File: config.mk
export PLATFORM = sky130hd
export DESIGN_NAME = light_seeking_steer_fsm_unit_flat
export DESIGN_NICKNAME = d
export VERILOG_FILES = /design/src/design/lss_pkg.sv /design/src/design/lss_in_if.sv /design/src/design/lss_out_if.sv /design/src/design/light_seeking_steer_fsm_unit.sv /design/src/design/lss_in_reg.sv /design/src/design/lss_ctrl.sv /design/src/design/lss_out_reg.sv /design/src/flat_wrapper.sv
export SDC_FILE = /design/constraint.sdc
export NUM_CORES = 1
export LEC_CHECK = 0
export CORE_ASPECT_RATIO = 1.1
export CORE_MARGIN = 4
export CORE_UTILIZATION = 38
export CTS_CLUSTER_SIZE = 28
export DETAILED_ROUTE_END_ITERATION = 8
export DONT_BUFFER_PORTS = 1
export PLACE_DENSITY_LB_ADDON = 0.15
export SKIP_CTS_REPAIR_TIMING = 1
export SLEW_MARGIN = 30
export SYNTH_ARGS = -nofsm -noshare
export SYNTH_HDL_FRONTEND = slang
export SYNTH_SLANG_ARGS = --single-unit
File: constraint.sdc
create_clock -name clk -period 11.15 [get_ports clk]
set_input_delay 2.23 -clock clk [delete_from_list [all_inputs] [get_ports clk]]
set_output_delay 2.23 -clock clk [all_outputs]
set_load 0.01 [all_outputs]
File: src/design/lss_pkg.sv
// ----------------------------------------------------------------------------
// lss_pkg: shared types and constants for the light-seeking steering block
// Widths, mode and drive codes, register indexes, reset values and the
// item structs passed between the pipeline stages.
// ----------------------------------------------------------------------------
package lss_pkg;

    localparam int LEVEL_BITS     = 12;
    localparam int SUM_BITS       = LEVEL_BITS + 1;
    localparam int TIME_BITS      = 32;
    localparam int SPEED_BITS     = 8;
    localparam int TIMEOUT_BITS   = 16;
    localparam int CFG_DATA_BITS  = 16;
    localparam int CFG_INDEX_BITS = 3;
    localparam int MODE_CODE_BITS = 2;

    typedef logic [LEVEL_BITS-1:0]     level_t;
    typedef logic [SUM_BITS-1:0]       level_sum_t;
    typedef logic [TIME_BITS-1:0]      ms_t;
    typedef logic [SPEED_BITS-1:0]     speed_t;
    typedef logic [TIMEOUT_BITS-1:0]   timeout_t;
    typedef logic [CFG_DATA_BITS-1:0]  cfg_data_t;
    typedef logic [CFG_INDEX_BITS-1:0] cfg_index_t;
    typedef logic [MODE_CODE_BITS-1:0] mode_code_t;

    // Controller mode, one-hot internally
    typedef enum logic [2:0] {
        MODE_IDLE     = 3'b001,
        MODE_SEEK     = 3'b010,
        MODE_APPROACH = 3'b100
    } mode_t;

    // Mode codes as reported on the result channel
    localparam mode_code_t MODE_CODE_IDLE     = 2'd0;
    localparam mode_code_t MODE_CODE_SEEK     = 2'd1;
    localparam mode_code_t MODE_CODE_APPROACH = 2'd2;

    typedef enum logic [1:0] {
        CMD_STOP = 2'd0,
        CMD_CCW  = 2'd1,
        CMD_CW   = 2'd2,
        CMD_FWD  = 2'd3
    } drive_t;

    // Configuration register indexes
    localparam cfg_index_t REG_ENABLE         = 3'd0;
    localparam cfg_index_t REG_LIGHT_THRESH   = 3'd1;
    localparam cfg_index_t REG_SEEK_DELTA     = 3'd2;
    localparam cfg_index_t REG_BALANCE_THRESH = 3'd3;
    localparam cfg_index_t REG_SEEK_SPEED     = 3'd4;
    localparam cfg_index_t REG_APPROACH_SPEED = 3'd5;
    localparam cfg_index_t REG_SEEK_TIMEOUT   = 3'd6;

    // Register reset values
    localparam level_t   LIGHT_THRESH_RST   = level_t'(2048);
    localparam level_t   SEEK_DELTA_RST     = level_t'(410);
    localparam level_t   BALANCE_THRESH_RST = level_t'(205);
    localparam speed_t   SEEK_SPEED_RST     = speed_t'(150);
    localparam speed_t   APPROACH_SPEED_RST = speed_t'(180);
    localparam timeout_t SEEK_TIMEOUT_RST   = timeout_t'(5000);

    typedef struct packed {
        level_t left_level;
        level_t right_level;
        ms_t    now_ms;
    } sample_t;

    typedef struct packed {
        mode_code_t mode_now;
        drive_t     drive_cmd;
        speed_t     drive_speed;
        logic       led_seeking;
    } result_t;

    function automatic mode_code_t mode_to_code(input mode_t mode);
        mode_code_t code;
        case (mode)
            MODE_SEEK:     code = MODE_CODE_SEEK;
            MODE_APPROACH: code = MODE_CODE_APPROACH;
            default:       code = MODE_CODE_IDLE;
        endcase
        return code;
    endfunction

endpackage

File: src/design/lss_in_if.sv
// ----------------------------------------------------------------------------
// lss_in_if: sensor update channel
// Valid/ready channel carrying one brightness sample and its timestamp.
// ----------------------------------------------------------------------------
interface lss_in_if
    import lss_pkg::*;
();
    logic   valid;
    logic   ready;
    level_t left_level;
    level_t right_level;
    ms_t    now_ms;

    modport source (output valid, output left_level, output right_level, output now_ms,
                    input ready);
    modport sink   (input valid, input left_level, input right_level, input now_ms,
                    output ready);
endinterface

File: src/design/lss_out_if.sv
// ----------------------------------------------------------------------------
// lss_out_if: steering result channel
// Valid/ready channel carrying mode, drive command, speed and LED status.
// ----------------------------------------------------------------------------
interface lss_out_if
    import lss_pkg::*;
();
    logic       valid;
    logic       ready;
    mode_code_t mode_now;
    drive_t     drive_cmd;
    speed_t     drive_speed;
    logic       led_seeking;

    modport source (output valid, output mode_now, output drive_cmd, output drive_speed,
                    output led_seeking, input ready);
    modport sink   (input valid, input mode_now, input drive_cmd, input drive_speed,
                    input led_seeking, output ready);
endinterface

File: src/design/light_seeking_steer_fsm_unit.sv
// ----------------------------------------------------------------------------
// light_seeking_steer_fsm_unit: light-seeking steering controller
// An accepted update is held in the input register, then its result is
// loaded into the result register once that register has room.
// Throughput: 1 update per cycle unless the sink stalls; the mode decision
// is one compare stage between the input register and the result register.
// Reset (rst_n, async low): controller disabled, mode idle, motor stopped,
// LED ready, thresholds and speeds at their default values.
// ----------------------------------------------------------------------------
module light_seeking_steer_fsm_unit
    import lss_pkg::*;
(
    input  logic       clk,
    input  logic       rst_n,
    lss_in_if.sink     in_ch,
    lss_out_if.source  out_ch,
    input  logic       cfg_we,
    input  cfg_index_t cfg_index,
    input  cfg_data_t  cfg_data
);

    // Pipeline:
    //   in_reg  - holds one sensor item
    //   ctrl    - decides the next mode/motor/LED from the held item and the
    //             current state; state is written when the item moves on, but a
    //             configuration write in that cycle takes priority and skips it
    //   out_reg - holds the result item while the sink stalls
    logic    item_valid;
    sample_t item;
    logic    can_load;
    logic    advance;
    result_t result;

    // item leaves the input register when the result register has room
    assign advance = item_valid && can_load;

    lss_in_reg u_in_reg (
        .clk        (clk),
        .rst_n      (rst_n),
        .in_ch      (in_ch),
        .advance    (advance),
        .item_valid (item_valid),
        .item       (item)
    );

    lss_ctrl u_ctrl (
        .clk       (clk),
        .rst_n     (rst_n),
        .cfg_we    (cfg_we),
        .cfg_index (cfg_index),
        .cfg_data  (cfg_data),
        .advance   (advance),
        .item      (item),
        .result    (result)
    );

    lss_out_reg u_out_reg (
        .clk      (clk),
        .rst_n    (rst_n),
        .load     (advance),
        .result   (result),
        .can_load (can_load),
        .out_ch   (out_ch)
    );

endmodule

File: src/design/lss_in_reg.sv
// ----------------------------------------------------------------------------
// lss_in_reg: input register stage
// Captures one update item; takes a new one when empty or when the held item moves on.
// ----------------------------------------------------------------------------
module lss_in_reg
    import lss_pkg::*;
(
    input  logic      clk,
    input  logic      rst_n,
    lss_in_if.sink    in_ch,
    input  logic      advance,
    output logic      item_valid,
    output sample_t   item
);

    logic    valid_reg;
    logic    valid_next;
    sample_t item_reg;
    logic    take;

    assign in_ch.ready = !valid_reg || advance;
    assign take        = in_ch.valid && in_ch.ready;

    always_comb
    begin
        valid_next = valid_reg;
        if (take)
        begin
            valid_next = 1'b1;
        end
        else if (advance)
        begin
            valid_next = 1'b0;
        end
    end

    always_ff @(posedge clk or negedge rst_n)
    begin
        if (!rst_n)
        begin
            valid_reg <= 1'b0;
        end
        else
        begin
            valid_reg <= valid_next;
        end
    end

    always_ff @(posedge clk)
    begin
        if (take)
        begin
            item_reg.left_level  <= in_ch.left_level;
            item_reg.right_level <= in_ch.right_level;
            item_reg.now_ms      <= in_ch.now_ms;
        end
    end

    assign item_valid = valid_reg;
    assign item       = item_reg;

endmodule

File: src/design/lss_ctrl.sv
// ----------------------------------------------------------------------------
// lss_ctrl: mode controller
// Configuration registers, mode/motor/LED state and the per-item decision.
// ----------------------------------------------------------------------------
module lss_ctrl
    import lss_pkg::*;
(
    input  logic       clk,
    input  logic       rst_n,
    input  logic       cfg_we,
    input  cfg_index_t cfg_index,
    input  cfg_data_t  cfg_data,
    input  logic       advance,
    input  sample_t    item,
    output result_t    result
);

    // configuration
    logic     enable_reg;
    level_t   light_thresh_reg;
    level_t   seek_delta_reg;
    level_t   balance_thresh_reg;
    speed_t   seek_speed_reg;
    speed_t   approach_speed_reg;
    timeout_t seek_timeout_reg;

    // controller state
    mode_t  mode_reg,  mode_next;
    ms_t    start_reg, start_next;
    drive_t drive_reg, drive_next;
    speed_t speed_reg, speed_next;
    logic   led_reg,   led_next;

    // brightness terms
    level_sum_t                sum;
    level_t                    adiff;
    logic                      left_brighter;
    ms_t                       elapsed;
    logic                      light_on;
    logic                      light_dim;
    logic                      turn;
    logic                      centered;
    logic                      reseek;
    logic                      timed_out;
    logic [SUM_BITS+2:0]       sum_x5;
    logic [SUM_BITS+2:0]       thresh_x8;
    logic [LEVEL_BITS+1:0]     adiff_x2;
    logic [LEVEL_BITS+1:0]     delta_x3;

    always_comb
    begin
        sum           = {1'b0, item.left_level} + {1'b0, item.right_level};
        left_brighter = item.left_level > item.right_level;
        adiff         = left_brighter ? (item.left_level - item.right_level)
                                      : (item.right_level - item.left_level);
        elapsed       = item.now_ms - start_reg;

        sum_x5    = {1'b0, sum, 2'b00} + {3'b000, sum};
        thresh_x8 = {1'b0, light_thresh_reg, 3'b000};
        adiff_x2  = {1'b0, adiff, 1'b0};
        delta_x3  = {1'b0, seek_delta_reg, 1'b0} + {2'b00, seek_delta_reg};

        light_on  = sum > {light_thresh_reg, 1'b0};
        light_dim = sum_x5 < thresh_x8;
        turn      = adiff > seek_delta_reg;
        centered  = adiff < balance_thresh_reg;
        reseek    = adiff_x2 > delta_x3;
        timed_out = elapsed > {{(TIME_BITS-TIMEOUT_BITS){1'b0}}, seek_timeout_reg};
    end

    always_comb
    begin
        mode_next  = mode_reg;
        start_next = start_reg;
        drive_next = drive_reg;
        speed_next = speed_reg;
        led_next   = led_reg;

        if (!enable_reg)
        begin
            mode_next  = MODE_IDLE;
            drive_next = CMD_STOP;
            speed_next = '0;
            led_next   = 1'b0;
        end
        else
        begin
            case (mode_reg)
                MODE_IDLE:
                begin
                    if (light_on)
                    begin
                        mode_next  = MODE_SEEK;
                        start_next = item.now_ms;
                    end
                end
                MODE_SEEK:
                begin
                    led_next = 1'b1;
                    if (turn)
                    begin
                        drive_next = left_brighter ? CMD_CCW : CMD_CW;
                        speed_next = seek_speed_reg;
                    end
                    else if (centered)
                    begin
                        drive_next = CMD_STOP;
                        speed_next = '0;
                    end
                    // a centered exit or the timeout moves to approach and restarts the clock
                    if ((!turn && centered) || timed_out)
                    begin
                        mode_next  = MODE_APPROACH;
                        start_next = item.now_ms;
                    end
                end
                MODE_APPROACH:
                begin
                    led_next = 1'b1;
                    if (light_dim)
                    begin
                        drive_next = CMD_STOP;
                        speed_next = '0;
                        mode_next  = MODE_IDLE;
                        start_next = item.now_ms;
                    end
                    else
                    begin
                        drive_next = CMD_FWD;
                        speed_next = approach_speed_reg;
                    end
                    if (reseek)
                    begin
                        mode_next  = MODE_SEEK;
                        start_next = item.now_ms;
                    end
                end
                default:
                begin
                    mode_next = mode_reg;
                end
            endcase
        end
    end

    assign result.mode_now    = mode_to_code(mode_next);
    assign result.drive_cmd   = drive_next;
    assign result.drive_speed = speed_next;
    assign result.led_seeking = led_next;

    always_ff @(posedge clk or negedge rst_n)
    begin
        if (!rst_n)
        begin
            enable_reg         <= 1'b0;
            light_thresh_reg   <= LIGHT_THRESH_RST;
            seek_delta_reg     <= SEEK_DELTA_RST;
            balance_thresh_reg <= BALANCE_THRESH_RST;
            seek_speed_reg     <= SEEK_SPEED_RST;
            approach_speed_reg <= APPROACH_SPEED_RST;
            seek_timeout_reg   <= SEEK_TIMEOUT_RST;
            mode_reg           <= MODE_IDLE;
            start_reg          <= '0;
            drive_reg          <= CMD_STOP;
            speed_reg          <= '0;
            led_reg            <= 1'b0;
        end
        else if (cfg_we)
        begin
            case (cfg_index)
                REG_ENABLE:
                begin
                    enable_reg <= cfg_data[0];
                    mode_reg   <= MODE_IDLE;
                    if (!cfg_data[0])
                    begin
                        drive_reg <= CMD_STOP;
                        speed_reg <= '0;
                        led_reg   <= 1'b0;
                    end
                end
                REG_LIGHT_THRESH:   light_thresh_reg   <= cfg_data[LEVEL_BITS-1:0];
                REG_SEEK_DELTA:     seek_delta_reg     <= cfg_data[LEVEL_BITS-1:0];
                REG_BALANCE_THRESH: balance_thresh_reg <= cfg_data[LEVEL_BITS-1:0];
                REG_SEEK_SPEED:     seek_speed_reg     <= cfg_data[SPEED_BITS-1:0];
                REG_APPROACH_SPEED: approach_speed_reg <= cfg_data[SPEED_BITS-1:0];
                REG_SEEK_TIMEOUT:   seek_timeout_reg   <= cfg_data[TIMEOUT_BITS-1:0];
                default:            enable_reg         <= enable_reg;
            endcase
        end
        else if (advance)
        begin
            mode_reg  <= mode_next;
            start_reg <= start_next;
            drive_reg <= drive_next;
            speed_reg <= speed_next;
            led_reg   <= led_next;
        end
    end

endmodule

File: src/design/lss_out_reg.sv
// ----------------------------------------------------------------------------
// lss_out_reg: result register stage
// Holds one result item until the sink takes it.
// ----------------------------------------------------------------------------
module lss_out_reg
    import lss_pkg::*;
(
    input  logic     clk,
    input  logic     rst_n,
    input  logic     load,
    input  result_t  result,
    output logic     can_load,
    lss_out_if.source out_ch
);

    logic    valid_reg;
    logic    valid_next;
    result_t result_reg;

    assign can_load = !valid_reg || out_ch.ready;

    always_comb
    begin
        valid_next = valid_reg;
        if (load)
        begin
            valid_next = 1'b1;
        end
        else if (out_ch.ready)
        begin
            valid_next = 1'b0;
        end
    end

    always_ff @(posedge clk or negedge rst_n)
    begin
        if (!rst_n)
        begin
            valid_reg <= 1'b0;
        end
        else
        begin
            valid_reg <= valid_next;
        end
    end

    always_ff @(posedge clk)
    begin
        if (load)
        begin
            result_reg <= result;
        end
    end

    assign out_ch.valid       = valid_reg;
    assign out_ch.mode_now    = result_reg.mode_now;
    assign out_ch.drive_cmd   = result_reg.drive_cmd;
    assign out_ch.drive_speed = result_reg.drive_speed;
    assign out_ch.led_seeking = result_reg.led_seeking;

endmodule

File: src/flat_wrapper.sv
// flat-port wrapper written by rule: the top's interface ports become plain ports
module light_seeking_steer_fsm_unit_flat import lss_pkg::*;
  (clk, rst_n, cfg_we, cfg_index, cfg_data, in_ch_valid, in_ch_left_level, in_ch_right_level, in_ch_now_ms, in_ch_ready, out_ch_valid, out_ch_mode_now, out_ch_drive_cmd, out_ch_drive_speed, out_ch_led_seeking, out_ch_ready);
  lss_in_if in_ch_i ();
  lss_out_if out_ch_i ();
  input  logic clk;
  input  logic rst_n;
  input  logic cfg_we;
  input  cfg_index_t cfg_index;
  input  cfg_data_t cfg_data;
  input wire logic [$bits(in_ch_i.valid)-1:0] in_ch_valid;
  input wire logic [$bits(in_ch_i.left_level)-1:0] in_ch_left_level;
  input wire logic [$bits(in_ch_i.right_level)-1:0] in_ch_right_level;
  input wire logic [$bits(in_ch_i.now_ms)-1:0] in_ch_now_ms;
  output wire logic [$bits(in_ch_i.ready)-1:0] in_ch_ready;
  output wire logic [$bits(out_ch_i.valid)-1:0] out_ch_valid;
  output wire logic [$bits(out_ch_i.mode_now)-1:0] out_ch_mode_now;
  output wire logic [$bits(out_ch_i.drive_cmd)-1:0] out_ch_drive_cmd;
  output wire logic [$bits(out_ch_i.drive_speed)-1:0] out_ch_drive_speed;
  output wire logic [$bits(out_ch_i.led_seeking)-1:0] out_ch_led_seeking;
  input wire logic [$bits(out_ch_i.ready)-1:0] out_ch_ready;
  assign in_ch_i.valid = in_ch_valid;
  assign in_ch_i.left_level = in_ch_left_level;
  assign in_ch_i.right_level = in_ch_right_level;
  assign in_ch_i.now_ms = in_ch_now_ms;
  assign in_ch_ready = in_ch_i.ready;
  assign out_ch_valid = out_ch_i.valid;
  assign out_ch_mode_now = out_ch_i.mode_now;
  assign out_ch_drive_cmd = out_ch_i.drive_cmd;
  assign out_ch_drive_speed = out_ch_i.drive_speed;
  assign out_ch_led_seeking = out_ch_i.led_seeking;
  assign out_ch_i.ready = out_ch_ready;
  light_seeking_steer_fsm_unit u_core (.clk(clk), .rst_n(rst_n), .in_ch(in_ch_i), .out_ch(out_ch_i), .cfg_we(cfg_we), .cfg_index(cfg_index), .cfg_data(cfg_data));
endmodule
# Word-level counts from Yosys, hierarchy flattened
# Cells that the tools add are included.
# op_classes
add_sub_neg,6
magnitude_cmp,7
eq_ne,16
n_mux,45
bitwise_logic,1
n_reduce_logical,25
# ops
operator,n
$mux 32,4
$pmux 32 s3,1
$mux 8,8
$gt 32x16->1,1
$sub 32x32->32,1
$gt 12x12->1,2
$mux 3,8
$sub 12x12->12,2
$mux 2,9
$add 15x13->16,1
$lt 16x15->1,1
$pmux 8 s2,1
$reduce_and 2->1,8
$eq 3x3->1 const B,5
$add 13x12->14,1
$gt 13x14->1,1
$add 12x12->13,1
$gt 13x13->1,1
$eq 3x2->1 const B,4
$lt 12x12->1,1
$mux 12,1
$mux 1,10
$pmux 3 s3,1
$pmux 2 s2,2
other kinds (14),25
# totals
reg_bits,186
elab_cells,121

# Longest topological paths before layout
# logic_depth
word_depth,11
mapped_depth,30
depth_no_buf,29

# Cells and area by module
# From an unflattened synthesis, not the netlist that was laid out.
# unflattened
hier_cells,1372
hier_area_um2,13601.8
# by_module_without_submodules
mod,n_inst,cells_each,area_each_um2,seq_area_each_um2
lss_ctrl,1,1295,11422.2,2909.0
lss_in_reg,1,60,1735.4,1706.6
lss_out_reg,1,16,437.9,415.4
light_seeking_steer_fsm_unit,1,1,6.3,0.0

# Least setup slack after synthesis
# No wires, ideal clock.
# synth_path
path_kind,reg-to-reg
from,register u_core.u_in_reg.item_reg (netlist bit u_core.u_in_reg.item[47])
to,register u_core.u_ctrl.start_reg[0]
setup_ps,125
arrival_time_ps,5537
required_ps,11025
slack_ps,5488
stages_incl_launch_ff,27
period_less_slack_ps,5662
path_cell_list,edfxtp_1 ha_1 clkbuf_1 inv_1 a21oi_1 o21bai_1 a21oi_1 xnor2_1 ha_1 or3_1 a21oi_1 or4_4 nor4_2 nand2b_1 inv_1 o21ai_0 xnor2_1 ha_1 o211ai_1 o21a_1 a21boi_0 a31oi_1 o21ai_2 o21a_1 o211ai_4 buf_12 mux2_4
# synth_via
elab_chain_len,8
# synth_lines
item,line,source
from (decl),lss_in_reg.sv:18,sample_t item_reg;
"parallel branches: the longest is 8 deep, another holds $add 15x13->16",-,
to (signal assigned),lss_ctrl.sv:194,start_reg <= start_next;
to (decl),lss_ctrl.sv:29,"ms_t start_reg, start_next;"
# Several ways; the timed one is not identified.
# A chain may end at the register's enable or synchronous reset.

# Final worst setup path
# layout_path
from,register u_core.u_in_reg.item_reg (netlist bit u_core.u_in_reg.item[44])
to,register u_core.u_ctrl.start_reg[9]
# Same word-level chain as after synthesis.

==> flow_summary.toml <==
[sta]
setup_tns_ps = 0
rsz0062_at_grt = "no"
holdWs_ps = 489.8
period_needed_ps = 6718
worst_pin_slew_ps = 915.2
fin_skew_ps = 15.22
final.setup.worst_slack_ps = 4432
final_hold_viol_count = 0
fmax_mhz = 148.9
report.final.slew_viol_count = 0
fin_crit_sh_pct = 60.25
setup_viol = 0
maxSlewHeadroom_pct = 37.41

[yosys]
avgSynthCellArea_um2 = 9.927
netlist_area_um2 = 13650
ys_types = 90
yosysTopAreaCell = "dfrtp_1"
synth_edf_count = 69
yosysTopAreaCellShare_pct = 16.87
synth_ff_type = "dfrtp_1"
yosysSeqAreaShare_pct = 36.86
synth_seq_cells = 186
async_flop_share_pct = 62.90
yosys-top-cells-area = "dfrtp_1, edfxtp_1, ha_1"
syn_inst = 1375
ys_warn_count = 0
synth_nets = 1622

[hold_path]
holdPathStages = 2
hp-class = "flop to flop"

[pwr]
ir_worst_vdd_uv = 132.4
switching_share_pct = 41.52
pwr_density_cell_nw_per_um2 = 227.4
total_power_w = 0.003323
clockPowerShare_pct = 17.9
p_switching_w = 0.001380
p_seq_share_pct = 29.0
p_comb_share_pct = 53.1
internal_power_w = 0.001943
p_leak_nw = 6.379

[critical_path]
critPathMaxFanout = 32
crit_cells = 28
worst-path-buf-inv = 4
path_class = "flop to flop"
cp.required_ps = 11480
cp_slowest_cell = "buf_4"
r2r_cells = 28
cp.arrival_ps = 7050
critPathTopFamily = "compound AO/OA/AOI/OAI gates"
rrSetupSlack_ps = 4430
start_kind = "flop"
cp_slowest_stage_delay_ps = 520
cp-end-kind = "flop"

[grt]
grt_first_pass_wirelength_um = 55690
antenna_found_initial = 0
first_global_vias = 10180
gr-total-overflow = 0
grt_max_degree = 118
grt_usage_pct = 17.95

[die]
start_util_pct = 38.65
die_w_um = 188.7
dieArea_um2 = 39020
die-height_um = 206.8
io_pins = 95
core_area_um2 = 35310
num_rows = 72

[clocking]
clkSinkCount = 186
clockBufferDepth = 2
path_clk_slew_ps = 80
cts-htree-levels = 4
cts_buffers = 17
cts_tree = "yes"
clock_latency_ps = 450
root_buffer = "clkbuf_16"

[layout]
multi_input_area_um2 = 7829
n_fill_cell = 3530
instances_no_fill = 1846
regArea_um2 = 5031
syn_to_final_growth_pct = 7.040
drive_gt1_share_pct = 12.09
largest_register_ffs = 56
num_antenna_cells = 0
fin_nets = 1599

[placed_design]
gp_congestion = 0.8817
dp_cells = 1814
port_buffers = 0
preCtsSetupSlack_ps = 4439
dp_hpwl_um = 26470

[routing]
num_vias = 9957
wirelength_um = 34310
wire_per_inst_um = 18.58
postRouteAntennaNets = 0
first_iter_violations = 583
vias_per_cell = 5.394
drc = 0
first_pass_iters = 5

[run]
cap_violations = 0

[run_status]
status = "completed"
-- layout make-up --
type | count | share of cell area, %
timing repair buffer | 7 | 0.3597
clock buffer | 17 | 2.912
clock inverter | 15 | 0.8735
inverter | 144 | 3.717
tap | 481 | 4.119
multi-input combinational | 996 | 53.58
sequential | 186 | 34.44
-- tightest hold or removal path, cell delays in order, from the launching register on --
cell	delay [ps]
dfrtp_1	350
nand2_1	50
o21ai_0	60
-- cell families (layout without fill, tap and decap cells) --
family | count (synthesis) | after routing | synth area share (%)
AOI/OAI and AO/OA | 361 | 361 | 17.66
xor gates and xnor gates | 66 | 66 | 4.336
adders and majority gates | 167 | 167 | 15.64
buffers and inverters | 193 | 183 | 5.894
DFF | 186 | 186 | 36.86
muxes | 90 | 90 | 8.122
and+or+nand+nor | 312 | 312 | 11.50
-- routing by layer --
layer	global-route usage (%)	part of all wire [%]
met1	21.72	43
met2	32.93	51
met3	3.179	3.2
met4	5.128	2.1
met5	0	0
-- cell usage after synthesis (20+ instances only) --
library cell / n
a21o_1: 30
a21oi_1: 89
clkbuf_1: 29
dfrtp_1: 92
dfstp_2: 25
edfxtp_1: 69
ha_1: 161
inv_1: 140
mux2_2: 46
mux2_4: 30
nand2_1: 93
nand3_1: 20
nor2_1: 75
o21ai_0: 86
xnor2_1: 45
xor2_1: 20
-- through the flow --
| stage | utilization [%] | cell area (µm²) |
|---|---|---|
| 6_report | 41.37 | 14610 |
| 3_3_place_gp | 39.80 | 14050 |
| 4_1_cts | 41.36 | 14610 |
| 3_5_place_dp | 39.80 | 14050 |
| 2_1_floorplan | - | 13650 |
| 5_1_grt | 41.37 | 14610 |
-- placed cells by master, fill, tap and decap left out, types with 25 or more instances in the layout --
master      n
a21o_1     30
a21oi_1    88
dfrtp_1    92
dfstp_2    25
edfxtp_1   69
ha_1      161
inv_1     140
mux2_2     46
mux2_4     30
nand2_1    93
nor2_1     75
o21ai_0    86
xnor2_1    45
-- power groups by stage --
stage,logic (W),registers (W),clock network (W)
finish,0.00176,0.000965,0.000595
global placement,0.00174,0.000973,0
CTS,0.00177,0.000964,0.000620
detailed placement,0.00176,0.000972,0
floorplan,0.00141,0.000935,0
global route,0.00201,0.000985,0.000647
-- path summary, 6_finish.rpt --
| kind | from | endpoint |
|---|---|---|
| worst max-delay path | u_core.u_in_reg.item[44] | u_core.u_ctrl.start_reg[9] |
| worst min-delay path | u_core.u_ctrl.approach_speed_reg[0] | u_core.u_ctrl.approach_speed_reg[0] |
| worst max register to register | u_core.u_in_reg.item[44] | u_core.u_ctrl.start_reg[9] |
| worst min register to register | u_core.u_ctrl.approach_speed_reg[0] | u_core.u_ctrl.approach_speed_reg[0] |
| max in group asynchronous | rst_n | u_core.u_ctrl.approach_speed_reg[5] |
| min in group asynchronous | rst_n | u_core.u_ctrl.start_reg[11] |
Power figures use the tool's default switching activity.
